<file path="src/rtl/swam_pkg.sv">
// Shared types, constants and helpers of the sliding-window anagram matcher.
package swam_pkg;

  localparam int unsigned MAX_PATTERN = 256;
  localparam int unsigned ALPHABET    = 26;
  localparam int unsigned LETTER_W    = 5;
  localparam int unsigned CMD_W       = 2;
  localparam int unsigned PTR_W       = (MAX_PATTERN > 1) ? $clog2(MAX_PATTERN) : 1;
  localparam int unsigned CNT_W       = $clog2(MAX_PATTERN + 1);
  localparam int unsigned BAL_W       = CNT_W + 1;

  localparam logic [CMD_W-1:0] CMD_CLEAR   = 2'd0;
  localparam logic [CMD_W-1:0] CMD_PATTERN = 2'd1;
  localparam logic [CMD_W-1:0] CMD_TEXT    = 2'd2;

  typedef logic [PTR_W-1:0]        ptr_t;
  typedef logic [CNT_W-1:0]        cnt_t;
  typedef logic [CNT_W:0]          wide_t;
  typedef logic signed [BAL_W-1:0] bal_t;
  typedef logic [LETTER_W-1:0]     letter_t;

  typedef struct packed {
    logic [CMD_W-1:0] command;
    letter_t          letter;
  } in_item_t;

  typedef struct packed {
    logic window_match;
    logic found;
    logic pattern_overflow;
  } out_item_t;

  typedef struct packed {
    logic    we;
    ptr_t    waddr;
    letter_t wdata;
    ptr_t    raddr;
  } hist_req_t;

  function automatic ptr_t ptr_next(ptr_t p);
    ptr_t r;
    if (p == ptr_t'(MAX_PATTERN - 1)) begin
      r = '0;
    end else begin
      r = p + ptr_t'(1);
    end
    return r;
  endfunction

  // Slot of the oldest window letter once the write pointer has advanced.
  function automatic ptr_t oldest_idx(ptr_t wp, cnt_t psize);
    wide_t nxt;
    wide_t pm;
    ptr_t  r;
    nxt = wide_t'(ptr_next(wp));
    pm  = (psize == cnt_t'(MAX_PATTERN)) ? '0 : wide_t'(psize);
    if (nxt >= pm) begin
      r = ptr_t'(nxt - pm);
    end else begin
      r = ptr_t'(nxt + wide_t'(MAX_PATTERN) - pm);
    end
    return r;
  endfunction

endpackage

</file>
<file path="src/rtl/swam_ram.sv">
// Generic single-write, single-read RAM with registered read data.
module swam_ram #(
  parameter int unsigned WIDTH  = 8,
  parameter int unsigned DEPTH  = 256,
  localparam int unsigned ADDR_W = (DEPTH > 1) ? $clog2(DEPTH) : 1
) (
  input  logic              clk_i,
  input  logic              we_i,
  input  logic [ADDR_W-1:0] waddr_i,
  input  logic [WIDTH-1:0]  wdata_i,
  input  logic [ADDR_W-1:0] raddr_i,
  output logic [WIDTH-1:0]  rdata_o
);

  logic [WIDTH-1:0] mem [DEPTH];
  logic [WIDTH-1:0] rdata_q;

  always_ff @(posedge clk_i) begin
    if (we_i) begin
      mem[waddr_i] <= wdata_i;
    end
    rdata_q <= mem[raddr_i];
  end

  assign rdata_o = rdata_q;

endmodule

</file>
<file path="src/rtl/swam_core.sv">
// Histogram, counters and history control of the anagram matcher.
module swam_core (
  input  logic                clk_i,
  input  logic                rst_ni,
  input  logic                exec_i,
  input  swam_pkg::in_item_t  item_i,
  input  swam_pkg::letter_t   hist_rdata_i,
  output swam_pkg::hist_req_t hist_req_o,
  output swam_pkg::out_item_t result_o
);
  import swam_pkg::*;

  ptr_t    wp_q, wp_d;
  cnt_t    psize_q, psize_d;
  cnt_t    fill_q, fill_d;
  cnt_t    rem_q, rem_d;
  logic    seen_q, seen_d;
  bal_t    bal_q [ALPHABET];
  bal_t    bal_d [ALPHABET];
  logic    fwd_hit_q, fwd_hit_d;
  letter_t fwd_data_q;

  logic    letter_ok, txt_full;
  logic    inc_c, dec_c, inc_old, clr;
  bal_t    bal_c, bal_old, bal_old_after;
  letter_t hist_rd, old_letter;
  ptr_t    idx;
  cnt_t    fill_inc, rem1;
  logic    match, overflow;

  always_comb begin
    letter_ok = item_i.letter < letter_t'(ALPHABET);
    hist_rd   = fwd_hit_q ? fwd_data_q : hist_rdata_i;
    idx       = oldest_idx(wp_q, psize_q);
    // a one-letter window drops the letter it has just taken
    old_letter = (idx == wp_q) ? item_i.letter : hist_rd;

    bal_c   = '0;
    bal_old = '0;
    for (int i = 0; i < ALPHABET; i++) begin
      if (item_i.letter == letter_t'(i)) begin
        bal_c = bal_q[i];
      end
      if (old_letter == letter_t'(i)) begin
        bal_old = bal_q[i];
      end
    end
    bal_old_after = (old_letter == item_i.letter) ? bal_old - bal_t'(1) : bal_old;

    fill_inc = fill_q + cnt_t'(1);
    txt_full = fill_inc >= psize_q;
    rem1     = rem_q - cnt_t'(bal_c > bal_t'(0));

    wp_d     = wp_q;
    psize_d  = psize_q;
    fill_d   = fill_q;
    rem_d    = rem_q;
    seen_d   = seen_q;
    inc_c    = 1'b0;
    dec_c    = 1'b0;
    inc_old  = 1'b0;
    clr      = 1'b0;
    match    = 1'b0;
    overflow = 1'b0;

    hist_req_o.we    = 1'b0;
    hist_req_o.waddr = wp_q;
    hist_req_o.wdata = item_i.letter;

    if (exec_i) begin
      case (item_i.command)
        CMD_CLEAR: begin
          clr     = 1'b1;
          wp_d    = '0;
          psize_d = '0;
          fill_d  = '0;
          rem_d   = '0;
          seen_d  = 1'b0;
        end
        CMD_PATTERN: begin
          if (letter_ok) begin
            if (psize_q == cnt_t'(MAX_PATTERN)) begin
              overflow = 1'b1;
            end else begin
              inc_c   = 1'b1;
              rem_d   = rem_q + cnt_t'(bal_c >= bal_t'(0));
              psize_d = psize_q + cnt_t'(1);
            end
          end
        end
        CMD_TEXT: begin
          if (letter_ok) begin
            if (psize_q == '0) begin
              match = 1'b1;
            end else begin
              dec_c         = 1'b1;
              hist_req_o.we = 1'b1;
              wp_d          = ptr_next(wp_q);
              match         = (rem1 == '0);
              if (txt_full) begin
                inc_old = 1'b1;
                rem_d   = rem1 + cnt_t'(bal_old_after >= bal_t'(0));
                fill_d  = psize_q - cnt_t'(1);
              end else begin
                rem_d  = rem1;
                fill_d = fill_inc;
              end
            end
            if (match) begin
              seen_d = 1'b1;
            end
          end
        end
        default: begin
        end
      endcase
    end

    for (int i = 0; i < ALPHABET; i++) begin
      bal_d[i] = bal_q[i];
      if (clr) begin
        bal_d[i] = '0;
      end else begin
        if (inc_c && item_i.letter == letter_t'(i)) begin
          bal_d[i] = bal_d[i] + bal_t'(1);
        end
        if (dec_c && item_i.letter == letter_t'(i)) begin
          bal_d[i] = bal_d[i] - bal_t'(1);
        end
        if (inc_old && old_letter == letter_t'(i)) begin
          bal_d[i] = bal_d[i] + bal_t'(1);
        end
      end
    end

    // read ahead for the next item, forwarding a same-cycle write
    hist_req_o.raddr = oldest_idx(wp_d, psize_d);
    fwd_hit_d        = hist_req_o.we && (hist_req_o.waddr == hist_req_o.raddr);

    result_o.window_match     = match;
    result_o.found            = seen_d;
    result_o.pattern_overflow = overflow;
  end

  always_ff @(posedge clk_i or negedge rst_ni) begin
    if (!rst_ni) begin
      wp_q      <= '0;
      psize_q   <= '0;
      fill_q    <= '0;
      rem_q     <= '0;
      seen_q    <= 1'b0;
      fwd_hit_q <= 1'b0;
      for (int i = 0; i < ALPHABET; i++) begin
        bal_q[i] <= '0;
      end
    end else begin
      wp_q      <= wp_d;
      psize_q   <= psize_d;
      fill_q    <= fill_d;
      rem_q     <= rem_d;
      seen_q    <= seen_d;
      fwd_hit_q <= fwd_hit_d;
      for (int i = 0; i < ALPHABET; i++) begin
        bal_q[i] <= bal_d[i];
      end
    end
  end

  always_ff @(posedge clk_i) begin
    fwd_data_q <= hist_req_o.wdata;
  end

endmodule

</file>
<file path="src/rtl/sliding_window_anagram_matcher_top.sv">
// Top level of the sliding-window anagram matcher: handshake registers and history RAM.
//
// Streaming anagram search over letter codes a=0 .. z=25. A clear command
// empties all state; pattern letters build a per-letter histogram (up to
// MAX_PATTERN letters, further ones are dropped and flagged with
// pattern_overflow); each text letter slides a window of pattern length over
// the text and returns window_match when the window ending at that letter is a
// permutation of the pattern, together with a sticky found flag. Every input
// transfer yields exactly one result transfer, in order. An item is taken into
// the input register, handled by the histogram and counter logic, and its result
// held in the output register; a result is offered once that register has taken
// it, which a stalled output can delay. One item may be transferred in every
// cycle while the output is not stalled: the rate is set by the histogram update
// and the one read per cycle of the letter-history RAM, which is read ahead for
// the next item with a write bypass.
// The input side stalls only while an item waits and the output register is
// full and stalled. The history RAM needs no clearing after reset or clear.
module sliding_window_anagram_matcher_top (
  input  logic                clk_i,
  input  logic                rst_ni,
  input  logic                in_valid_i,
  output logic                in_stall_o,
  input  swam_pkg::in_item_t  in_item_i,
  output logic                out_valid_o,
  input  logic                out_stall_i,
  output swam_pkg::out_item_t out_item_o
);
  import swam_pkg::*;

  logic      in_valid_q;
  in_item_t  in_item_q;
  logic      out_valid_q;
  out_item_t out_item_q;
  logic      exec;
  out_item_t result;
  hist_req_t hist_req;
  letter_t   hist_rdata;

  // Advance the held item when the output register is free or being drained.
  assign exec       = in_valid_q && (!out_valid_q || !out_stall_i);
  assign in_stall_o = in_valid_q && !exec;

  always_ff @(posedge clk_i or negedge rst_ni) begin
    if (!rst_ni) begin
      in_valid_q  <= 1'b0;
      out_valid_q <= 1'b0;
    end else begin
      if (!in_stall_o) begin
        in_valid_q <= in_valid_i;
      end
      if (exec) begin
        out_valid_q <= 1'b1;
      end else if (!out_stall_i) begin
        out_valid_q <= 1'b0;
      end
    end
  end

  // Payload registers: capture on transfer, hold otherwise.
  always_ff @(posedge clk_i) begin
    if (in_valid_i && !in_stall_o) begin
      in_item_q <= in_item_i;
    end
    if (exec) begin
      out_item_q <= result;
    end
  end

  swam_core u_core (
    .clk_i        (clk_i),
    .rst_ni       (rst_ni),
    .exec_i       (exec),
    .item_i       (in_item_q),
    .hist_rdata_i (hist_rdata),
    .hist_req_o   (hist_req),
    .result_o     (result)
  );

  // Ring of the letters now in the window.
  swam_ram #(
    .WIDTH (LETTER_W),
    .DEPTH (MAX_PATTERN)
  ) u_hist_ram (
    .clk_i   (clk_i),
    .we_i    (hist_req.we),
    .waddr_i (hist_req.waddr),
    .wdata_i (hist_req.wdata),
    .raddr_i (hist_req.raddr),
    .rdata_o (hist_rdata)
  );

  assign out_valid_o = out_valid_q;
  assign out_item_o  = out_item_q;

endmodule

</file>
<file path="config.mk">
export PLATFORM = sky130hd
export DESIGN_NAME = sliding_window_anagram_matcher_top
export DESIGN_NICKNAME = d
export VERILOG_FILES = /design/src/rtl/swam_pkg.sv /design/src/rtl/swam_ram.sv /design/src/rtl/swam_core.sv /design/src/rtl/sliding_window_anagram_matcher_top.sv
export SDC_FILE = /design/constraint.sdc
export NUM_CORES = 2
export LEC_CHECK = 0
export BUFFER_PORTS_ARGS = -buffer_cell sky130_fd_sc_hd__buf_2
export CORE_MARGIN = 4
export CORE_UTILIZATION = 40
export DETAILED_ROUTE_END_ITERATION = 16
export PLACE_DENSITY = 0.58
export SKIP_LAST_GASP = 1
export SLEW_MARGIN = 20
export SYNTH_ARGS = -nofsm -noshare
export SYNTH_HDL_FRONTEND = slang
export SYNTH_SLANG_ARGS = --single-unit
</file>
<file path="constraint.sdc">
create_clock -name clk_i -period 8.6 [get_ports clk_i]
set_input_delay 2.15 -clock clk_i [delete_from_list [all_inputs] [get_ports clk_i]]
set_output_delay 2.15 -clock clk_i [all_outputs]
set_load 0.005 [all_outputs]
</file>
After elaboration in Yosys (flattened, before gate mapping)
Memory sizes are Yosys's and may differ from the RTL's. A register that Yosys moved wholly into a read port is not among the register bits.
Cells that the tools add are included.
{"block": "totals", "reg_bits": 314, "latch_bits": 0, "ram_bits": 1280, "out_inout_bits": 5, "input_bits": 11, "word_cells": 566, "mem_bits_ro": 0, "n_memories": 1}
{"block": "op_classes", "multipliers": 0, "n_bitwise": 0, "shifts": 0, "addsub": 93, "n_reduce_logical": 98, "order_cmp": 7, "eq_ne": 64, "div_mod_pow": 0, "n_mux": 263}
{"memory": "u_hist_ram.mem", "depth": 256, "width": 5, "read_ports": 1, "rd_ports_with_merged_regs": 1, "wr": 1, "line_no": "swam_ram.sv:15", "rtl": "logic [WIDTH-1:0] mem [DEPTH];"}
{"op": "$mux W10", "n": 209}
{"op": "$add A10 B2 Y10 const B", "n": 52}
{"op": "$sub A10 B2 Y10 const B", "n": 27}
{"op": "$mux W9", "n": 13}
{"op": "$eq A5 B5 Y1 const B", "n": 20}
{"op": "$logic_and A1 B1 Y1", "n": 82}
{"op": "$eq A5 B4 Y1 const B", "n": 16}
{"op": "$mux W8", "n": 7}
{"op": "$eq A5 B3 Y1 const B", "n": 8}
{"op": "$pmux W9 S2", "n": 2}
{"op": "$add A8 B1 Y8 const B", "n": 4}
{"op": "$sub A8 B8 Y8", "n": 4}
{"op": "$mux W1", "n": 27}
{"op": "$pmux W9 S3", "n": 1}
{"op": "$eq A5 B2 Y1 const B", "n": 4}
{"op": "$ge A10 B1 Y1 const B", "n": 2}
{"op": "$add A9 B1 Y9", "n": 2}
{"op": "$add A9 B1 Y9 const B", "n": 2}
{"op": "$eq A9 B9 Y1 const B", "n": 2}
{"op": "$ge A8 B9 Y1", "n": 2}
{"op": "$logic_not A9 Y1", "n": 2}
{"op": "$eq A8 B8 Y1", "n": 2}
{"op": "$eq A8 B8 Y1 const B", "n": 2}
{"op": "$pmux W8 S2", "n": 1}
{"op": "22 further kinds", "n": 32}

Depth between registers and ports, before layout
{"block": "logic_depth", "word_depth": 42, "depth_mapped": 34, "ltp_nobuf": 27}

Modules after synthesis
From an unflattened synthesis, not the netlist that was laid out.
{"block": "unflattened", "cells_unflattened": 6757, "hier_area_um2": 83008.4}
{"mod": "swam_ram", "cells_each": 2497, "seq_area_each_um2": 38537.0, "area_per_inst_um2": 50284.5, "instances": 1}
{"mod": "swam_core", "cells_each": 4242, "seq_area_each_um2": 7532.2, "area_per_inst_um2": 32331.0, "instances": 1}
{"mod": "sliding_window_anagram_matcher_top", "cells_each": 18, "seq_area_each_um2": 350.3, "area_per_inst_um2": 392.9, "instances": 1}

Worst setup path after synthesis
OpenSTA, ideal clock, no wires.
{"block": "synth_timing", "path_type": "flip-flop to flip-flop", "from": "reg in_item_q[3] in the netlist's numbering", "to": "reg u_hist_ram.rdata_q[0] (netlist: u_hist_ram.rdata_o[0]), read port of u_hist_ram.mem", "n_path_buf": 7, "path_slack_ns": -0.726, "setup_time_ns": 0.133, "synth_period_minus_slack_ns": 9.326, "arrival_time_ns": 9.193, "path_stages_with_launch": 24, "t_required_ns": 8.467, "cell_sequence": "edfxtp_1 clkbuf_1 o211a_1 nor2_1 nand3_1 clkbuf_1 clkbuf_1 nand3_1 o21ai_0 ha_1 and3_1 nand3_1 nand3b_1 nand2b_1 ha_1 clkbuf_1 buf_1 clkbuf_1 buf_1 mux4_2 mux4_2 mux4_2 a211oi_1 a21oi_1"}
{"block": "synth_between", "elab_chain_cells": 9, "word_cells_on_any_way": 17, "classes_between": "add/sub (4); order compare (2); eq/ne (2); mux (9)"}
{"item": "from (decl)", "line_no": "sliding_window_anagram_matcher_top.sv:31", "rtl": "in_item_t in_item_q;"}
{"item": "from (signal assigned)", "line_no": "sliding_window_anagram_matcher_top.sv:62", "rtl": "in_item_q <= in_item_i;"}
{"item": "$lt A5 B5 Y1 *", "line_no": "swam_core.sv:32", "rtl": "letter_ok = item_i.letter < letter_t'(ALPHABET);"}
{"item": "$mux W8 *", "line_no": "swam_core.sv:92", "rtl": "if (letter_ok) begin"}
{"item": "$pmux W8 S2 *", "line_no": "swam_core.sv:71", "rtl": "case (item_i.command)"}
{"item": "$mux W8 *", "line_no": "swam_core.sv:70", "rtl": "if (exec_i) begin"}
{"item": "via u_core.wp_d[1]", "line_no": "swam_core.sv:13", "rtl": "ptr_t wp_q, wp_d;"}
{"item": "$add A8 B1 Y8 or $eq A8 B8 Y1 (tied branches)", "line_no": "swam_pkg.sv:45, swam_pkg.sv:42"}
{"item": "$mux W8 *", "line_no": "swam_pkg.sv:42", "rtl": "if (p == ptr_t'(MAX_PATTERN - 1)) begin"}
{"item": "$add A8 B1 Y8", "line_no": "swam_pkg.sv:60", "rtl": "r = ptr_t'(nxt + wide_t'(MAX_PATTERN) - pm);"}
{"item": "$sub A8 B8 Y8", "line_no": "swam_pkg.sv:60"}
{"item": "$mux W8 *", "line_no": "swam_pkg.sv:57", "rtl": "if (nxt >= pm) begin"}
{"item": "to (decl)", "line_no": "swam_ram.sv:16", "rtl": "logic [WIDTH-1:0] rdata_q;"}
Mark *: on every way through the listed nets, which the timed path passes. The rest lies on a longest branch.
A chain may end at the register's enable or synchronous reset.

Final worst setup path
{"block": "layout_timing", "from": "reg u_core.psize_q[3]", "to": "reg u_core.rem_q[8]"}
{"block": "layout_between", "elab_chain_cells": 41, "word_cells_on_any_way": 74, "classes_between": "add/sub (4); order compare (3); eq/ne (30); mux (34); reduce/logical (3)"}
{"item": "from (decl)", "line_no": "swam_core.sv:14", "rtl": "cnt_t psize_q, psize_d;"}
{"item": "from (signal assigned)", "line_no": "swam_core.sv:158", "rtl": "psize_q <= psize_d;"}
{"item": "$eq A9 B9 Y1", "line_no": "swam_pkg.sv:56, swam_core.sv:82"}
{"item": "$mux W9", "line_no": "swam_pkg.sv:56", "rtl": "pm = (psize == cnt_t'(MAX_PATTERN)) ? '0 : wide_t'(psize);"}
{"item": "$sub A8 B8 Y8 (tied with other cells)", "line_no": "swam_pkg.sv:60"}
{"item": "$mux W8", "line_no": "swam_pkg.sv:57"}
{"item": "$eq A8 B8 Y1", "line_no": "swam_core.sv:36", "rtl": "old_letter = (idx == wp_q) ? item_i.letter : hist_rd;"}
{"item": "$mux W5", "line_no": "swam_core.sv:36"}
{"item": "$logic_not A5 Y1", "line_no": "swam_core.sv:44", "rtl": "if (old_letter == letter_t'(i)) begin"}
{"item": "$mux W10 (26 in series)", "line_no": "swam_core.sv:44"}
{"item": "$sub A10 B2 Y10", "line_no": "swam_core.sv:48", "rtl": "bal_old_after = (old_letter == item_i.letter) ? bal_old - bal_t'(1) : bal_old;"}
{"item": "$mux W10", "line_no": "swam_core.sv:48"}
{"item": "$ge A10 B1 Y1", "line_no": "swam_core.sv:102", "rtl": "rem_d = rem1 + cnt_t'(bal_old_after >= bal_t'(0));"}
{"item": "$add A9 B1 Y9", "line_no": "swam_core.sv:102"}
{"item": "$mux W9", "line_no": "swam_core.sv:100", "rtl": "if (txt_full) begin"}
{"item": "$mux W9", "line_no": "swam_core.sv:93", "rtl": "if (psize_q == '0) begin"}
{"item": "$mux W9", "line_no": "swam_core.sv:92"}
{"item": "$pmux W9 S3", "line_no": "swam_core.sv:71"}
{"item": "to (signal assigned)", "line_no": "swam_core.sv:160", "rtl": "rem_q <= rem_d;"}
{"item": "to (decl)", "line_no": "swam_core.sv:16", "rtl": "cnt_t rem_q, rem_d;"}
Several ways; a longest one is shown, not always the timed one. The select of a mux whose other input is x is not followed.

==> flow_summary.yaml <==
logic_synthesis:
  syn_area_um2: 83080
  synth-compound-area-share: 0.06006
  yosysSeqAreaShare: 0.5587
  ys_types: 93
  muxShareOfSynthArea: 0.1414
  synth_top_flop_cell: "edfxtp_1"
  postSynthAreaPerCell_um2: 12.85
  yosys_warnings: 0
  yosys_register_bits: 1599
  synth_top_family_by_area: "multiplexers"
  yosys.area_share.adder: 0.01870
  syn_nets: 6600
  syn_inst: 6466
  yosys.area_share.simple: 0.1250
  yosys.area_share.xor_xnor: 0.07264
  synth_edf_count: 1290
  ys_async_sr_fraction: 0.1870
setup_path:
  cp_max_fo: 13
  crit_type: "reg -> reg"
  cpPeakStageDelay_ps: 740
  crit_path_end_kind: "register"
  crit_required_ps: 9270
  crit_top_cell: "ha_1"
  start_kind: "register"
  cp_slowest_cell: "a2111oi_0"
  crit_arrival_ps: 8790
clock_network:
  clk_pin_slew_ps: 60
  clock_path_buffers: 3
  root_buffer: "clkbuf_16"
  cts.sinks: 1599
  cts_made_buffers: 169
  cts_tree: "built"
  htree_num_levels: 4
  clock_latency_ps: 830
sta:
  relSlewSlack: 0.2045
  skew_ps: 62.49
  setup_viol: 0
  setup_slack_ps: 474.8
  hold_ws_ps: 487.4
  layout_min_cycle_time_ps: 8125
  rsz0062_at_grt: "false"
  hold_viol: 0
  maxSlewViolCount: 0
  worstMarginPinSlew_ps: 1189
  max_freq_mhz: 123.1
  finalCritPeriodShare: 0.9448
  tns_ps: 0
pwr:
  power_mw: 29.25
  p_sw_mw: 10.35
  pwr-share-clk: 0.254
  p_per_area_nw_per_um2: 316.9
  sequentialPowerShare: 0.302
  cell_internal_pwr_mw: 18.90
  vdd_drop_max_mv: 0.4683
  p_leak_nw: 31.11
  power_frac_comb: 0.443
  p_sw_frac: 0.3539
detailed_routing:
  drt-met1-wl_mm: 98.66
  dr_wl_met2_mm: 115.1
  dr.first_iter.drc_count: 5646
  drt-pass1-iter-count: 9
  top_layer_used: "met4"
  antenna_left: 0
  wl_met3_mm: 16.61
  route.detailed.drc: 0
  vias: 55229
  vias_per_cell: 5.959
  wl_mm: 239.2
  wl_per_cell_um: 25.81
layout:
  drive_above_1_share: 0.1485
  stdcell_area_um2: 92310
  fin_cells: 9268
  fillerInstances: 18553
  mostFrequentLayoutCells: "1,290 x edfxtp_1, 802 x nor2_1, 444 x xnor2_1"
  final_common_cell: "edfxtp_1"
  n_antenna_cell: 0
  layout-area-overhead-vs-synth_pct: 11.11
  layout.nets: 6563
  fin_util: 0.4463
grt:
  track_usage: 0.2176
  grt_pass1_wl_mm: 358.5
  grt-ovfl-total: 0
  grt_max_degree: 196
  antenna_found_initial: 2
  first_global_vias: 54317
run_status:
  run_status: "finished clean"
floorplanning:
  start_util: 0.4016
  die_x_um: 463.7
  rows: 167
  die_h_um: 463.7
  core-area_um2: 206900
  num_io_pins: 16
  die_area_um2: 215100
worst_hold_path:
  hp-class: "reg -> reg"
place:
  gp_congestion: 0.9847
  placed_area_um2: 86610
  port_buffers: 15
  dp_slack_ps: 284.0
  dp_cells: 8955
  dp_hpwl_mm: 159.5
run:
  drv_cap: 0
flip-flops by register name, summed over array words and instances, names as in the netlist, 5 cells and up:
name and cells:
u_hist_ram.mem 1280, u_core.bal_q 260, u_core.fill_q 9, u_core.psize_q 9, u_core.rem_q 9, u_core.wp_q 8, in_item_q 7, u_core.fwd_data_q 5
u_hist_ram.rdata_o 5
power groups by stage:
stage / Sequential, mW / Clock, mW / Combinational (mW)
finish: 8.85 / 7.44 / 13.0
global route: 8.85 / 7.93 / 13.7
CTS: 8.83 / 7.59 / 13.0
detailed placement: 8.99 / 0 / 13.0
global placement: 8.99 / 0 / 12.9
floorplan: 8.88 / 0 / 9.01
worst max-delay path, delay by kind of cell, from the launching register on:
kind / cells / cell delay, ps
AO/OA/AOI/OAI: 11 / 3070
XOR/XNOR: 2 / 710
adder cells (fa/ha/maj): 5 / 1300
buffers and inverters: 2 / 320
flip-flops: 1 / 470
multiplexers: 1 / 460
AND/OR/NAND/NOR: 6 / 1630
cell families after synthesis:
family | after synthesis
DFF | 1599
xor gates and xnor gates | 689
buffers and inverters | 494
adders and majority gates | 123
AOI/OAI and AO/OA | 753
muxes | 634
and+or+nand+nor | 2174
what timing repair did:
action / CTS / global route
endpoints found under the setup margin: 0 / 6
gates resized for setup: 0 / 1
buffers inserted: 0 / 7
hold buffers: 0 / 0
layout make-up:
| class | instances | area (um^2) | share of cell area |
|---|---|---|---|
| Clock buffer | 208 | 4436 | 0.04805 |
| Clock inverter | 98 | 1214 | 0.01315 |
| Inverter | 112 | 420.4 | 0.004554 |
| Multi-Input combinational cell | 4373 | 34890 | 0.3779 |
| Sequential cell | 1599 | 46420 | 0.5028 |
| Tap cell | 2704 | 3383 | 0.03665 |
| Timing Repair Buffer | 174 | 1554 | 0.01683 |
per-layer routing:
| metal | track usage | up-vias |
|---|---|---|
| met5 | 0 | - |
| met4 | 0.07120 | 0 |
| met3 | 0.03267 | 492 |
| met2 | 0.3603 | 2307 |
| met1 | 0.2949 | 27960 |
| li1 | - | 24470 |
final timing paths:
check	cells past startpoint	startpoint	to	slack (ps)
worst max-delay path	27	u_core.psize_q[3]$_DFF_PN0_	u_core.rem_q[8]$_DFFE_PN0P_	470
worst min register to register	1	in_valid_q$_DFFE_PN0N_	out_valid_o$_DFFE_PN0P_	490
worst min-delay path	1	in_valid_q$_DFFE_PN0N_	out_valid_o$_DFFE_PN0P_	490
min in group asynchronous	1	rst_ni	u_core.bal_q[109]$_DFF_PN0_	1310
worst max register to register	27	u_core.psize_q[3]$_DFF_PN0_	u_core.rem_q[8]$_DFFE_PN0P_	470
max in group asynchronous	2	rst_ni	u_core.seen_q$_DFF_PN0_	5840
Yosys cell counts, types with 33 or more instances:
| master | number | area [um^2] |
|---|---|---|
| edfxtp_1 | 1290 | 38740 |
| nor2_1 | 804 | 3018 |
| xnor2_1 | 448 | 3924 |
| mux4_2 | 426 | 9594 |
| nand2_1 | 426 | 1599 |
| dfrtp_1 | 299 | 7482 |
| clkbuf_1 | 296 | 1111 |
| xor2_1 | 241 | 2111 |
| nand3_1 | 215 | 1076 |
| a21oi_1 | 173 | 865.8 |
| o21ai_0 | 168 | 840.8 |
| mux2i_1 | 160 | 1602 |
| nor3_1 | 147 | 735.7 |
| nand4_1 | 126 | 788.3 |
| ha_1 | 121 | 1514 |
| inv_1 | 108 | 405.4 |
| and3_1 | 105 | 656.9 |
| a22oi_1 | 53 | 397.9 |
| buf_1 | 52 | 195.2 |
| nor4_1 | 49 | 306.5 |
| mux2_2 | 45 | 506.7 |
| a31oi_1 | 44 | 275.3 |
| nor2b_1 | 44 | 275.3 |
| or3_1 | 41 | 256.5 |
| and4_1 | 40 | 350.3 |
| a211oi_1 | 33 | 247.7 |
Power figures use the tool's default switching activity.
